### src/hw/rtl/dfhc_pkg.sv
// ----------------------------------------------------------------------------
// dfhc_pkg - shared types and constants for the frame header checker
// Header field positions, error codes, result and queue types used by the
// register block, the parser, the result queue and the top level.
// ----------------------------------------------------------------------------
package dfhc_pkg;

    // Data path widths
    localparam int WORD_W      = 64;
    localparam int SIZE_W      = 15;
    localparam int FNUM_W      = 36;
    localparam int EVCNT_W     = 16;
    localparam int TYPE_W      = 3;
    localparam int ERR_W       = 2;

    // Header word 0 layout
    localparam int TYPE_LSB    = 51;
    localparam int SIZE_LSB    = 36;
    localparam int FNUM_LSB    = 0;
    // Header word 1 layout
    localparam int EVCNT_LSB   = 0;
    localparam int LOST_BIT    = 16;

    localparam logic [TYPE_W-1:0] FRAME_TYPE_DATA = 3'd1;
    localparam logic [SIZE_W-1:0] HEADER_WORDS    = 15'd2;

    // Configuration port
    localparam int PADDR_W     = 3;
    localparam int PDATA_W     = 32;
    localparam int REG_IDX_W   = PADDR_W - 2;
    localparam logic [REG_IDX_W-1:0] REG_MAX_FRAME_WORDS = 1'b0;
    localparam logic [SIZE_W-1:0]    MAX_WORDS_RESET     = 15'd16384;

    // Error codes carried with each result
    typedef enum logic [ERR_W-1:0] {
        ERR_OK       = 2'd0,
        ERR_BAD_TYPE = 2'd1,
        ERR_TOO_BIG  = 2'd2,
        ERR_SIZE_MIS = 2'd3
    } t_err;

    // Result queue geometry
    localparam int Q_DEPTH = 4;
    localparam int Q_PTR_W = 2;
    localparam int Q_CNT_W = 3;

    typedef struct packed {
        logic [WORD_W-1:0]  word;
        logic               first;
        logic               last;
        logic [FNUM_W-1:0]  frame_number;
        logic [EVCNT_W-1:0] event_count;
        logic               lost;
        t_err               err;
    } t_result;

    // Results pushed by the parser in one cycle
    typedef struct packed {
        logic    push0;
        logic    push1;
        t_result res0;
        t_result res1;
    } t_push;

    // Queue status towards the parser
    typedef struct packed {
        logic               room_two;
        logic [Q_CNT_W-1:0] count;
    } t_q_status;

endpackage

### src/hw/rtl/dfhc_parser.sv
// ----------------------------------------------------------------------------
// dfhc_parser - input register and frame header state machine
// Registers each input word, checks the two-word header and produces up to
// two results per word for the result queue.
// ----------------------------------------------------------------------------
module dfhc_parser (
    input  logic                        i_clk,
    input  logic                        i_rst_n,
    input  logic                        i_valid,
    output logic                        o_stall,
    input  logic [dfhc_pkg::WORD_W-1:0] i_data_word,
    input  logic                        i_buffer_end,
    input  logic [dfhc_pkg::SIZE_W-1:0] i_max_frame_words,
    input  dfhc_pkg::t_q_status         i_q_status,
    output dfhc_pkg::t_push             o_push
);
    import dfhc_pkg::*;

    typedef enum logic [3:0] {
        PH_HEAD0   = 4'b0001,
        PH_HEAD1   = 4'b0010,
        PH_FORWARD = 4'b0100,
        PH_DISCARD = 4'b1000
    } t_phase;

    // Input register
    logic               r_in_valid;
    logic [WORD_W-1:0]  r_in_word;
    logic               r_in_end;
    // Frame state
    t_phase             r_phase,        n_phase;
    logic [WORD_W-1:0]  r_held,         n_held;
    logic [SIZE_W-1:0]  r_words_left,   n_words_left;
    logic [FNUM_W-1:0]  r_cur_fnum,     n_cur_fnum;
    logic [EVCNT_W-1:0] r_cur_evcnt,    n_cur_evcnt;
    logic               r_cur_lost,     n_cur_lost;

    logic               advance;
    logic               accept;
    logic [TYPE_W-1:0]  hdr_type;
    logic [SIZE_W-1:0]  hdr_size;
    logic [FNUM_W-1:0]  hdr_fnum;
    logic [EVCNT_W-1:0] hdr_evcnt;
    logic               hdr_lost;
    logic [SIZE_W+1:0]  evcnt_plus;
    t_err               hdr_err;

    // Process the held word only when the queue can take two results
    assign advance = r_in_valid && i_q_status.room_two;
    assign o_stall = r_in_valid && !advance;
    assign accept  = i_valid && !o_stall;

    always_ff @(posedge i_clk) begin
        if (!i_rst_n) begin
            r_in_valid <= 1'b0;
        end else if (accept) begin
            r_in_valid <= 1'b1;
        end else if (advance) begin
            r_in_valid <= 1'b0;
        end
    end

    always_ff @(posedge i_clk) begin
        if (accept) begin
            r_in_word <= i_data_word;
            r_in_end  <= i_buffer_end;
        end
    end

    // Decode header fields
    assign hdr_type   = r_held[TYPE_LSB +: TYPE_W];
    assign hdr_size   = r_held[SIZE_LSB +: SIZE_W];
    assign hdr_fnum   = r_held[FNUM_LSB +: FNUM_W];
    assign hdr_evcnt  = r_in_word[EVCNT_LSB +: EVCNT_W];
    assign hdr_lost   = r_in_word[LOST_BIT];
    assign evcnt_plus = {1'b0, hdr_evcnt} + {2'b00, HEADER_WORDS};

    // Check header in priority order, first failure wins
    always_comb begin
        priority if (hdr_type != FRAME_TYPE_DATA) begin
            hdr_err = ERR_BAD_TYPE;
        end else if (hdr_size > i_max_frame_words) begin
            hdr_err = ERR_TOO_BIG;
        end else if ({2'b00, hdr_size} != evcnt_plus) begin
            hdr_err = ERR_SIZE_MIS;
        end else begin
            hdr_err = ERR_OK;
        end
    end

    // Next state and results
    always_comb begin
        n_phase      = r_phase;
        n_held       = r_held;
        n_words_left = r_words_left;
        n_cur_fnum   = r_cur_fnum;
        n_cur_evcnt  = r_cur_evcnt;
        n_cur_lost   = r_cur_lost;
        o_push       = '0;
        o_push.res0.frame_number = r_cur_fnum;
        o_push.res0.event_count  = r_cur_evcnt;
        o_push.res0.lost         = r_cur_lost;
        o_push.res0.err          = ERR_OK;
        o_push.res1              = o_push.res0;
        if (advance) begin
            unique case (r_phase)
                PH_HEAD0: begin
                    n_held  = r_in_word;
                    n_phase = PH_HEAD1;
                end
                PH_HEAD1: begin
                    n_cur_fnum  = hdr_fnum;
                    n_cur_evcnt = hdr_evcnt;
                    n_cur_lost  = hdr_lost;
                    o_push.res0.frame_number = hdr_fnum;
                    o_push.res0.event_count  = hdr_evcnt;
                    o_push.res0.lost         = hdr_lost;
                    o_push.res1              = o_push.res0;
                    o_push.push0             = 1'b1;
                    if (hdr_err != ERR_OK) begin
                        o_push.res0.err = hdr_err;
                        n_phase         = PH_DISCARD;
                    end else begin
                        o_push.res0.word  = r_held;
                        o_push.res0.first = 1'b1;
                        o_push.push1      = 1'b1;
                        o_push.res1.word  = r_in_word;
                        o_push.res1.last  = (hdr_size == HEADER_WORDS);
                        n_words_left      = hdr_size - HEADER_WORDS;
                        n_phase = (hdr_size == HEADER_WORDS) ? PH_HEAD0 : PH_FORWARD;
                    end
                end
                PH_FORWARD: begin
                    o_push.push0     = 1'b1;
                    o_push.res0.word = r_in_word;
                    o_push.res0.last = (r_words_left == SIZE_W'(1));
                    n_words_left     = r_words_left - SIZE_W'(1);
                    if (r_words_left == SIZE_W'(1)) begin
                        n_phase = PH_HEAD0;
                    end
                end
                PH_DISCARD: begin
                    n_phase = PH_DISCARD;
                end
                default: begin
                    n_phase = PH_HEAD0;
                end
            endcase
            // Buffer end always restarts header search
            if (r_in_end) begin
                n_phase = PH_HEAD0;
            end
        end
    end

    always_ff @(posedge i_clk) begin
        if (!i_rst_n) begin
            r_phase      <= PH_HEAD0;
            r_held       <= '0;
            r_words_left <= '0;
            r_cur_fnum   <= '0;
            r_cur_evcnt  <= '0;
            r_cur_lost   <= 1'b0;
        end else begin
            r_phase      <= n_phase;
            r_held       <= n_held;
            r_words_left <= n_words_left;
            r_cur_fnum   <= n_cur_fnum;
            r_cur_evcnt  <= n_cur_evcnt;
            r_cur_lost   <= n_cur_lost;
        end
    end

endmodule

### config.mk
export PLATFORM = sky130hd
export DESIGN_NAME = dfhc_parser
export DESIGN_NICKNAME = d
export VERILOG_FILES = /design/src/hw/rtl/dfhc_pkg.sv /design/src/hw/rtl/dfhc_parser.sv
export SDC_FILE = /design/constraint.sdc
export NUM_CORES = 1
export LEC_CHECK = 0
export BUFFER_PORTS_ARGS = -buffer_cell sky130_fd_sc_hd__buf_4
export CORE_ASPECT_RATIO = 0.6
export CORE_MARGIN = 3
export CORE_UTILIZATION = 40
export DETAILED_ROUTE_END_ITERATION = 8
export PLACE_DENSITY = 0.68
export SYNTH_ARGS = -nofsm -noshare
export SYNTH_HDL_FRONTEND = slang
export SYNTH_SLANG_ARGS = --single-unit
### constraint.sdc
create_clock -name i_clk -period 6.8 [get_ports i_clk]
set_clock_uncertainty 0.2 [all_clocks]
set_input_delay 0.34 -clock i_clk [delete_from_list [all_inputs] [get_ports i_clk]]
set_output_delay 0.34 -clock i_clk [all_outputs]
set_load 0.01 [all_outputs]
### Yosys cells after proc, flatten, opt, wreduce, memory -nomap -nowiden

Cells that the tools add are included.

| word-level totals | value |
|---|---|
| register bits | 202 |
| output and inout port bits | 245 |

| operators by class | value |
|---|---|
| order comparisons | 1 |
| add/sub/neg operators | 3 |
| multiplexer cells | 23 |
| reduce and logical (&&, ||, !) cells | 13 |
| eq/ne operators | 10 |

Operators by type and width:

| kind | number |
|---|---|
| $mux W244 | 1 |
| $mux W176 | 1 |
| $pmux W64 S2 | 1 |
| $mux W66 | 1 |
| $mux W64 | 1 |
| $pmux W15 S2 | 1 |
| $add A16 B2 Y17 const B | 1 |
| $ne A15 B17 Y1 | 1 |
| $pmux W4 S4 | 1 |
| $eq A15 B1 Y1 const B | 1 |
| $eq A15 B2 Y1 const B | 1 |
| $gt A15 B15 Y1 | 1 |
| $mux W15 | 1 |
| $sub A15 B1 Y15 const B | 1 |
| $sub A15 B2 Y15 const B | 1 |
| $mux W4 | 3 |
| $mux W2 | 4 |
| $mux W1 | 7 |
| $reduce_and A2 Y1 | 3 |
| $reduce_bool A2 Y1 | 3 |
| $eq A4 B1 Y1 const B | 1 |
| $eq A4 B2 Y1 const B | 1 |
| $eq A4 B3 Y1 const B | 1 |
| $eq A4 B4 Y1 const B | 1 |
| 8 further kinds | 11 |

### Depth between registers and ports, before layout

Gate-level depths: netlist (run 1).

| logic depth | value |
|---|---|
| word-level depth | 9 |
| depth in mapped cells | 12 |
| gate-level depth less buffers | 9 |

### Worst setup path after synthesis (run 1)

No wires, ideal clock.

| path | value |
|---|---|
| path type | register to register |
| start | register r_in_valid |
| end | register r_in_end, enable pin |
| path slack | 2.726 ns |
| required time | 6.104 ns |
| clock period less this slack | 4.074 ns |
| arrival time | 3.378 ns |
| cell stages (with the launch flop) | 3 |
| cell sequence | dfxtp_1 -> nor2b_1 -> nor2b_1 |

| between the ends | value |
|---|---|
| longest elaborated chain between the ends | 5 |

RTL lines:

| element | line | text |
|---|---|---|
| start: declaration | dfhc_parser.sv:27 | `logic r_in_valid;` |
| start signal: assignment | dfhc_parser.sv:55 | `r_in_valid <= 1'b0;` |
| start signal: assignment | dfhc_parser.sv:57 | `r_in_valid <= 1'b1;` |
| start signal: assignment | dfhc_parser.sv:59 | `r_in_valid <= 1'b0;` |
| $logic_and A1 B1 Y1 | dfhc_parser.sv:49 | `assign advance = r_in_valid && i_q_status.room_two;` |
| $logic_not A1 Y1 | dfhc_parser.sv:50 | `assign o_stall = r_in_valid && !advance;` |
| $logic_and A1 B1 Y1 (*) | dfhc_parser.sv:50 |  |
| named net o_stall | dfhc_parser.sv:10 | `output logic o_stall,` |
| $logic_not A1 Y1 (*) | dfhc_parser.sv:51 | `assign accept = i_valid && !o_stall;` |
| $logic_and A1 B1 Y1 (*) | dfhc_parser.sv:51 |  |
| named net accept | dfhc_parser.sv:39 | `logic accept;` |
| end signal: assignment | dfhc_parser.sv:66 | `r_in_end <= i_buffer_end;` |
| end: declaration | dfhc_parser.sv:29 | `logic r_in_end;` |

Mark *: on every way through the listed nets, which the timed path passes. The rest lies on a longest branch.
A chain may end at the register's enable or synchronous reset.

==> results of run 1 <==
-- logic make-up (layout without fill, tap and decap cells) --
logic type,count (synthesis),count (layout),synth area share
muxes,3,3,0.00294
AOI/OAI and AO/OA,221,221,0.145
DFF,202,202,0.442
buffers and inverters,194,467,0.0924
xor gates and xnor gates,30,30,0.0247
adders and majority gates,19,19,0.0224
and+or+nand+nor,615,615,0.271
other,1,4,0.000353
-- placed cells by master (no fill, tap or decap), types with 5 or more instances in the layout --
master and count:
buf_4 334, nand2_1 312, dfxtp_1 137, nor2_1 89, a21oi_1 86, and3_1 72, dlygate4sd3_1 67, edfxtp_1 65
a32oi_1 62, and2_1 57, inv_1 28, xnor2_1 21, clkbuf_16 21, ha_1 19, o21ai_0 17, nand3_1 12
nor4_1 11, nor3_1 11, xor2_1 9, nand4_1 8, or3_1 8, or4_1 7, a211oi_1 6, a32o_1 6
nand3b_1 5, o211ai_1 5, clkinv_2 5, a31oi_1 5
-- stage by stage --
stage          instance area [µm²]  instances  worst slack, ps
4_1_cts                      14100       1912             1640
3_3_place_gp                 12800       1809             2270
6_report                     14100       1913             1560
5_1_grt                      14100       1913             1330
3_5_place_dp                 12800       1809             2170
2_1_floorplan                10600       1287             2730
-- routing by layer --
layer	share of wire	global-route usage	up-vias
met5	0.00019	0	-
met4	0.015	0.0423	2
met3	0.092	0.0603	41
met2	0.43	0.370	505
met1	0.46	0.362	4984
li1	-	-	4938
-- what timing repair did --
action	in CTS	in global routing
hold endpoints to repair	66	0
hold buffers	67	0
setup endpoints to repair	0	0
gates resized for setup	0	0
-- area by class of cell --
type                            count  area share
Inverter                           29     0.00779
Clock inverter                      9     0.00832
Antenna cell                        1    0.000177
Clock buffer                       27      0.0402
Tap cell                          352      0.0312
Multi-Input combinational cell    891       0.354
Timing Repair Buffer              402       0.226
Sequential cell                   202       0.332
-- registers in the layout (all words and copies together), names as in the netlist --
register and cells:
r_cur_evcnt 16, r_cur_fnum 36, r_cur_lost 1, r_held 64, r_in_end 1, r_in_valid 1
r_in_word 64, r_phase 4, r_words_left 15
-- worst paths after layout --
path,to,cells after the start
setup / recovery,o_push[181],10
hold / removal,r_words_left[5],3
setup reg to reg,r_words_left[10],9
hold reg to reg,r_held[59],2
-- cells in the mapped netlist (3+ instances only) --
cell | n | area share
xor2_1 | 9 | 0.0074
dfxtp_1 | 137 | 0.26
and2_1 | 57 | 0.034
or3_1 | 8 | 0.0047
a32oi_1 | 62 | 0.051
ha_1 | 19 | 0.022
clkbuf_2 | 6 | 0.0028
a32o_1 | 6 | 0.0057
buf_2 | 13 | 0.0061
edfxtp_1 | 65 | 0.18
a31oi_1 | 5 | 0.0029
o221ai_1 | 4 | 0.0033
inv_1 | 29 | 0.010
nand4_1 | 8 | 0.0047
a211oi_1 | 6 | 0.0042
a21oi_1 | 86 | 0.041
nand2_1 | 313 | 0.11
and3_1 | 72 | 0.042
o2111ai_1 | 4 | 0.0033
nor4_1 | 11 | 0.0065
a221oi_1 | 3 | 0.0025
o211ai_1 | 5 | 0.0035
nand3b_1 | 5 | 0.0035
buf_4 | 59 | 0.042
xnor2_1 | 21 | 0.017
nand2b_1 | 4 | 0.0024
nor2_1 | 91 | 0.032
o21ai_0 | 17 | 0.0080
nand3_1 | 12 | 0.0057
nor2b_1 | 3 | 0.0018
nor3_1 | 12 | 0.0057
clkbuf_1 | 84 | 0.030
a311oi_1 | 3 | 0.0025
or4_1 | 7 | 0.0049
-- critical path: cells and delay by family, from the launching register on --
| family | cells | cell delay (ps) |
|---|---|---|
| buf+inv | 2 | 550 |
| compound gates | 1 | 160 |
| mux | 1 | 400 |
| fa+ha+maj | 1 | 330 |
| flops | 1 | 610 |
| simple gates | 5 | 2050 |
-- power by group through the flow --
stage	sequential [mW]	clock [mW]	combinational, mW
4_1_cts	1.34	1.22	0.226
6_report	1.34	1.19	0.229
2_1_floorplan	1.34	0	0.130
5_1_grt	1.35	1.27	0.249
3_3_place_gp	1.37	0	0.188
3_5_place_dp	1.37	0	0.194
==> metrics.yaml, run 1 <==
clk_latency_ps: 510
ys_warn_count: 0
first_pass_iters: 7
place_hpwl_um: 24300
cp_max_fo: 94
power_mw: 2.76
switchingPower_mw: 0.664
vias_per_cell: 5.47
root_buffer: "clkbuf_16"
crit_chain: "ha_1, nand4_1, nor4_1, mux2_2, nor4_4, and4b_4, buf_12, a32oi_1, nor2_1, buf_4"
path_class: "reg2out"
cpPeakStageDelay_ps: 720
worstPathArrival_ps: 4700
final_layout_size_suffix_gt1_frac: 0.246
ys_ff_latch: 202
core_region_area_mm2: 0.0257
timing.rr.start: "r_in_word[1]"
p_sw_frac: 0.240
register_area_mm2: 0.00469
grt_antenna_before_repair: 2
grt_first_pass_wirelength_um: 56400
multi_input_area_mm2: 0.00501
dieHeight_um: 132
rows: 45
io_buffer_count: 325
worstMarginPinSlew_ps: 1050
fin_util: 0.551
cp_data_required_time_ps: 6260
hold_start: "i_rst_n"
grt_pass1_vias: 9645
initial_core_util: 0.414
synth-edff-count: 65
fp.dieW_um: 216
cts.sinks: 202
yosysSeqAreaShare: 0.442
grt_start_max_net_pins: 95
boundaryPins: 332
hp-class: "in2reg"
slowest_stage: "and4b_4"
syn_to_final_growth_pct: 33.1
cts_buffer_depth: 3
vdd_drop_max_v: 0.000155
slew_viol_final: 0
start_kind: "flop"
grt_use_total: 0.246
status: "finished clean"
p_int_mw: 2.10
syn_area_mm2: 0.0106
die_area_mm2: 0.0286
syn_inst: 1285
r2r_slack_ps: 2360
grt_overflow: 0
drc: 0
p_comb_frac: 0.083
routed_wl_um: 37300
period_needed_ps: 5240
clkPwrFrac: 0.431
grt_setup_unrepaired: "no"
drt_iter0_drc: 925
synthFlopType: "dfxtp_1"
wl_per_cell_um: 19.5
finalHoldViolations: 0
drtAntennaViolNets: 0
setup_viol: 0
final.fill_count: 2339
clock.fmax_mhz: 191
vias: 10470
post_cts_buffers: 0
cp-startpoint: "r_in_word[1]"
seq_power_share: 0.486
powerDensity_mw_per_mm2: 195
holdWs_ps: 222
cp-end-kind: "primary output"
period_share: 0.770
ys_types: 63
synthArstFlopShare: 0
p_leak_nw: 6.16
cts_buffers: 20
gp_congestion: 0.859
cts_tree: "done"
nets: 1652
setup_tns_ps: 0
clk_pin_slew_ps: 70
max_cap_viol_count: 0
htreeDepth: 1
syn_area_per_cell_um2: 8.27
slew_headroom: 0.298
Note: power is estimated with default switching activity, not from simulation.
==> inputs of run 2 (changes only) <==
- PLACE_DENSITY: 0.68 -> 0.71
- clock period: 6.8 -> 4.5 ns (I/O delays scaled with it)
==> run 2 against run 1 <==
Final cell count grew 1.3%. Non-clock buffer count grew 24. Design area grew 0.88%. Die area is the same. Critical path type unchanged. Largest cell class unchanged. Highest routed layer is now met4.
==> metrics.yaml, run 2 (synthesis gave the netlist of run 1 again) <==
status: "finished clean"
worstMarginPinSlew_ps: 981  # -71.6 ps
grt_use_total: 0.257  # +0.0105
grt_first_pass_wirelength_um: 58800  # +4.4%
fp.dieW_um: 216  # unchanged
critPathBufInv: 2  # unchanged
routed_wl_um: 38300  # +2.6%
placed_cells: 1830  # +1.2%
switchingPower_mw: 0.999  # +51%
cp-end-kind: "primary output"
vias_per_cell: 5.52  # +0.93%
syn_to_final_growth_pct: 34.3
grt_overflow: 0  # unchanged
p_comb_frac: 0.094  # +0.011
timing.rr.start: "r_in_word[2]"
layout_common_cells: "buf_4 (356), nand2_1 (312), dfxtp_1 (137)"
clkPwrFrac: 0.405  # -0.026
drc: 0  # unchanged
nets: 1676  # +1.5%
min_path_cells: 2  # -1
setup_viol: 0  # unchanged
dieHeight_um: 132  # unchanged
root_buffer: "clkbuf_16"
grt_antenna_before_repair: 0  # -2
core_region_area_mm2: 0.0257  # unchanged
largest_registers: "r_held x64, r_in_word x64, r_cur_fnum x36"
period_needed_ps: 4300
p_leak_nw: 6.24  # +1.4%
boundaryPins: 332  # unchanged
grt_setup_unrepaired: "no"
cp_max_fo: 44  # -53%
vias: 10700  # +2.2%
die_area_mm2: 0.0286  # unchanged
power_mw: 4.02  # +45%
path_class: "reg2out"
p_sw_frac: 0.249  # +0.00849
hold_start: "i_rst_n"
critical-path-top-delay-family: "simple AND/OR/NAND/NOR gates"
grt_pass1_vias: 10204  # +5.8%
r2r_cells: 9  # unchanged
final_layout_size_suffix_gt1_frac: 0.254  # +0.00891
slowest_stage: "edfxtp_1"
place_hpwl_um: 25500  # +4.9%
slew_viol_final: 0  # unchanged
grt_busiest_layer: "met2"
start_kind: "flop"
wl_per_cell_um: 19.8  # +1.3%
rows: 45  # unchanged
period_share: 0.955
slew_headroom: 0.340  # +0.0417
first_pass_iters: 5  # -2
htreeDepth: 1  # unchanged
drt_iter0_drc: 977  # +5.6%
crit_chain: "ha_1, nand4_1, nor4_1, mux2_2, nor4_4, and4b_4, buf_12, a32oi_1, nor2_1, buf_4"
grt_start_max_net_pins: 65  # -32%
initial_core_util: 0.414  # unchanged
final_cells: 1937  # +1.3%
final.fill_count: 2335  # -0.17%
cpPeakStageDelay_ps: 420  # -300 ps
drtAntennaViolNets: 0  # unchanged
powerDensity_mw_per_mm2: 282  # +44%
layout_commonest_cell: "buf_4"
cts_tree: "done"
cts.sinks: 202  # unchanged
cp_data_required_time_ps: 4070  # -2190 ps
finalHoldViolations: 0  # unchanged
register_area_mm2: 0.00469  # unchanged
max_cap_viol_count: 0  # unchanged
grt_use_met2: 0.392  # +0.0214
multi_input_area_mm2: 0.00501  # +0.13%
setup_tns_ps: 0  # unchanged
p_int_mw: 3.02  # +44%
clk_latency_ps: 520  # about the same
gp_congestion: 0.934  # +8.7%
vdd_drop_max_v: 0.000252  # +62%
worstPathArrival_ps: 3870  # -830 ps
clk_pin_slew_ps: 70  # about the same
cts_buffer_depth: 3  # unchanged
cts_buffers: 20  # unchanged
r2r_end: "r_words_left[10]"
r2r_slack_ps: 870  # -1490 ps
grt.met3_usage: 0.0649  # +0.00461
seq_power_share: 0.501  # +0.015
hp-class: "in2reg"
io_buffer_count: 325  # unchanged
holdWs_ps: 103  # -119 ps
min_to: "r_cur_fnum[21]"
clock.fmax_mhz: 233
use_met1: 0.365  # +0.00289
fin_util: 0.556  # +0.00487
[run 2: worst max path at each step]
stage / endpoint / cells after the start / slack [ps] / start
floorplan: r_in_end / 2 / 430 / r_in_valid
global placement: o_push[222] / 9 / 650 / r_in_word[3]
detailed placement: o_push[236] / 9 / 550 / r_in_word[3]
CTS: o_push[236] / 9 / 20 / r_in_word[4]
global route: o_push[236] / 10 / 50 / r_in_word[2]
finish: o_push[184] / 10 / 200 / r_in_word[2]
[run 2: metal layers]
layer | share of wire | vias up
met3 | 0.10 | 52
li1 | - | 4981
met2 | 0.43 | 563
met4 | 0.018 | 0
met1 | 0.45 | 5104
met5 | 0 | -
[run 2: metrics by stage]
stage,worst slack (ps),instance area [µm²]
floorplan,426,10600
global placement,648,12900
detailed placement,551,12900
CTS,20.7,14200
global route,50.2,14300
finish,202,14300
[run 2: power groups by stage]
stage	logic (mW)	registers [mW]	clock network, mW
2_1_floorplan	0.197	2.02	0
3_3_place_gp	0.311	2.05	0
3_5_place_dp	0.321	2.05	0
4_1_cts	0.373	2.01	1.67
5_1_grt	0.413	2.02	1.74
6_report	0.378	2.01	1.63
[run 2: cell type report]
cell class / instances / share of cell area
diodes: 1 / 0.000175
clock buffers: 33 / 0.0414
clock inverters: 3 / 0.000965
inverters: 29 / 0.00772
multi-input cells: 891 / 0.351
flip-flops and latches: 202 / 0.329
well taps: 352 / 0.0309
repair buffers: 426 / 0.238
[run 2: repair_timing]
action	in CTS	in global routing
endpoints found under the hold margin	66	0
buffers inserted	2	1
gates cloned	0	0
hold buffers	67	0
resized for setup	0	3
endpoints found under the setup margin	1	48
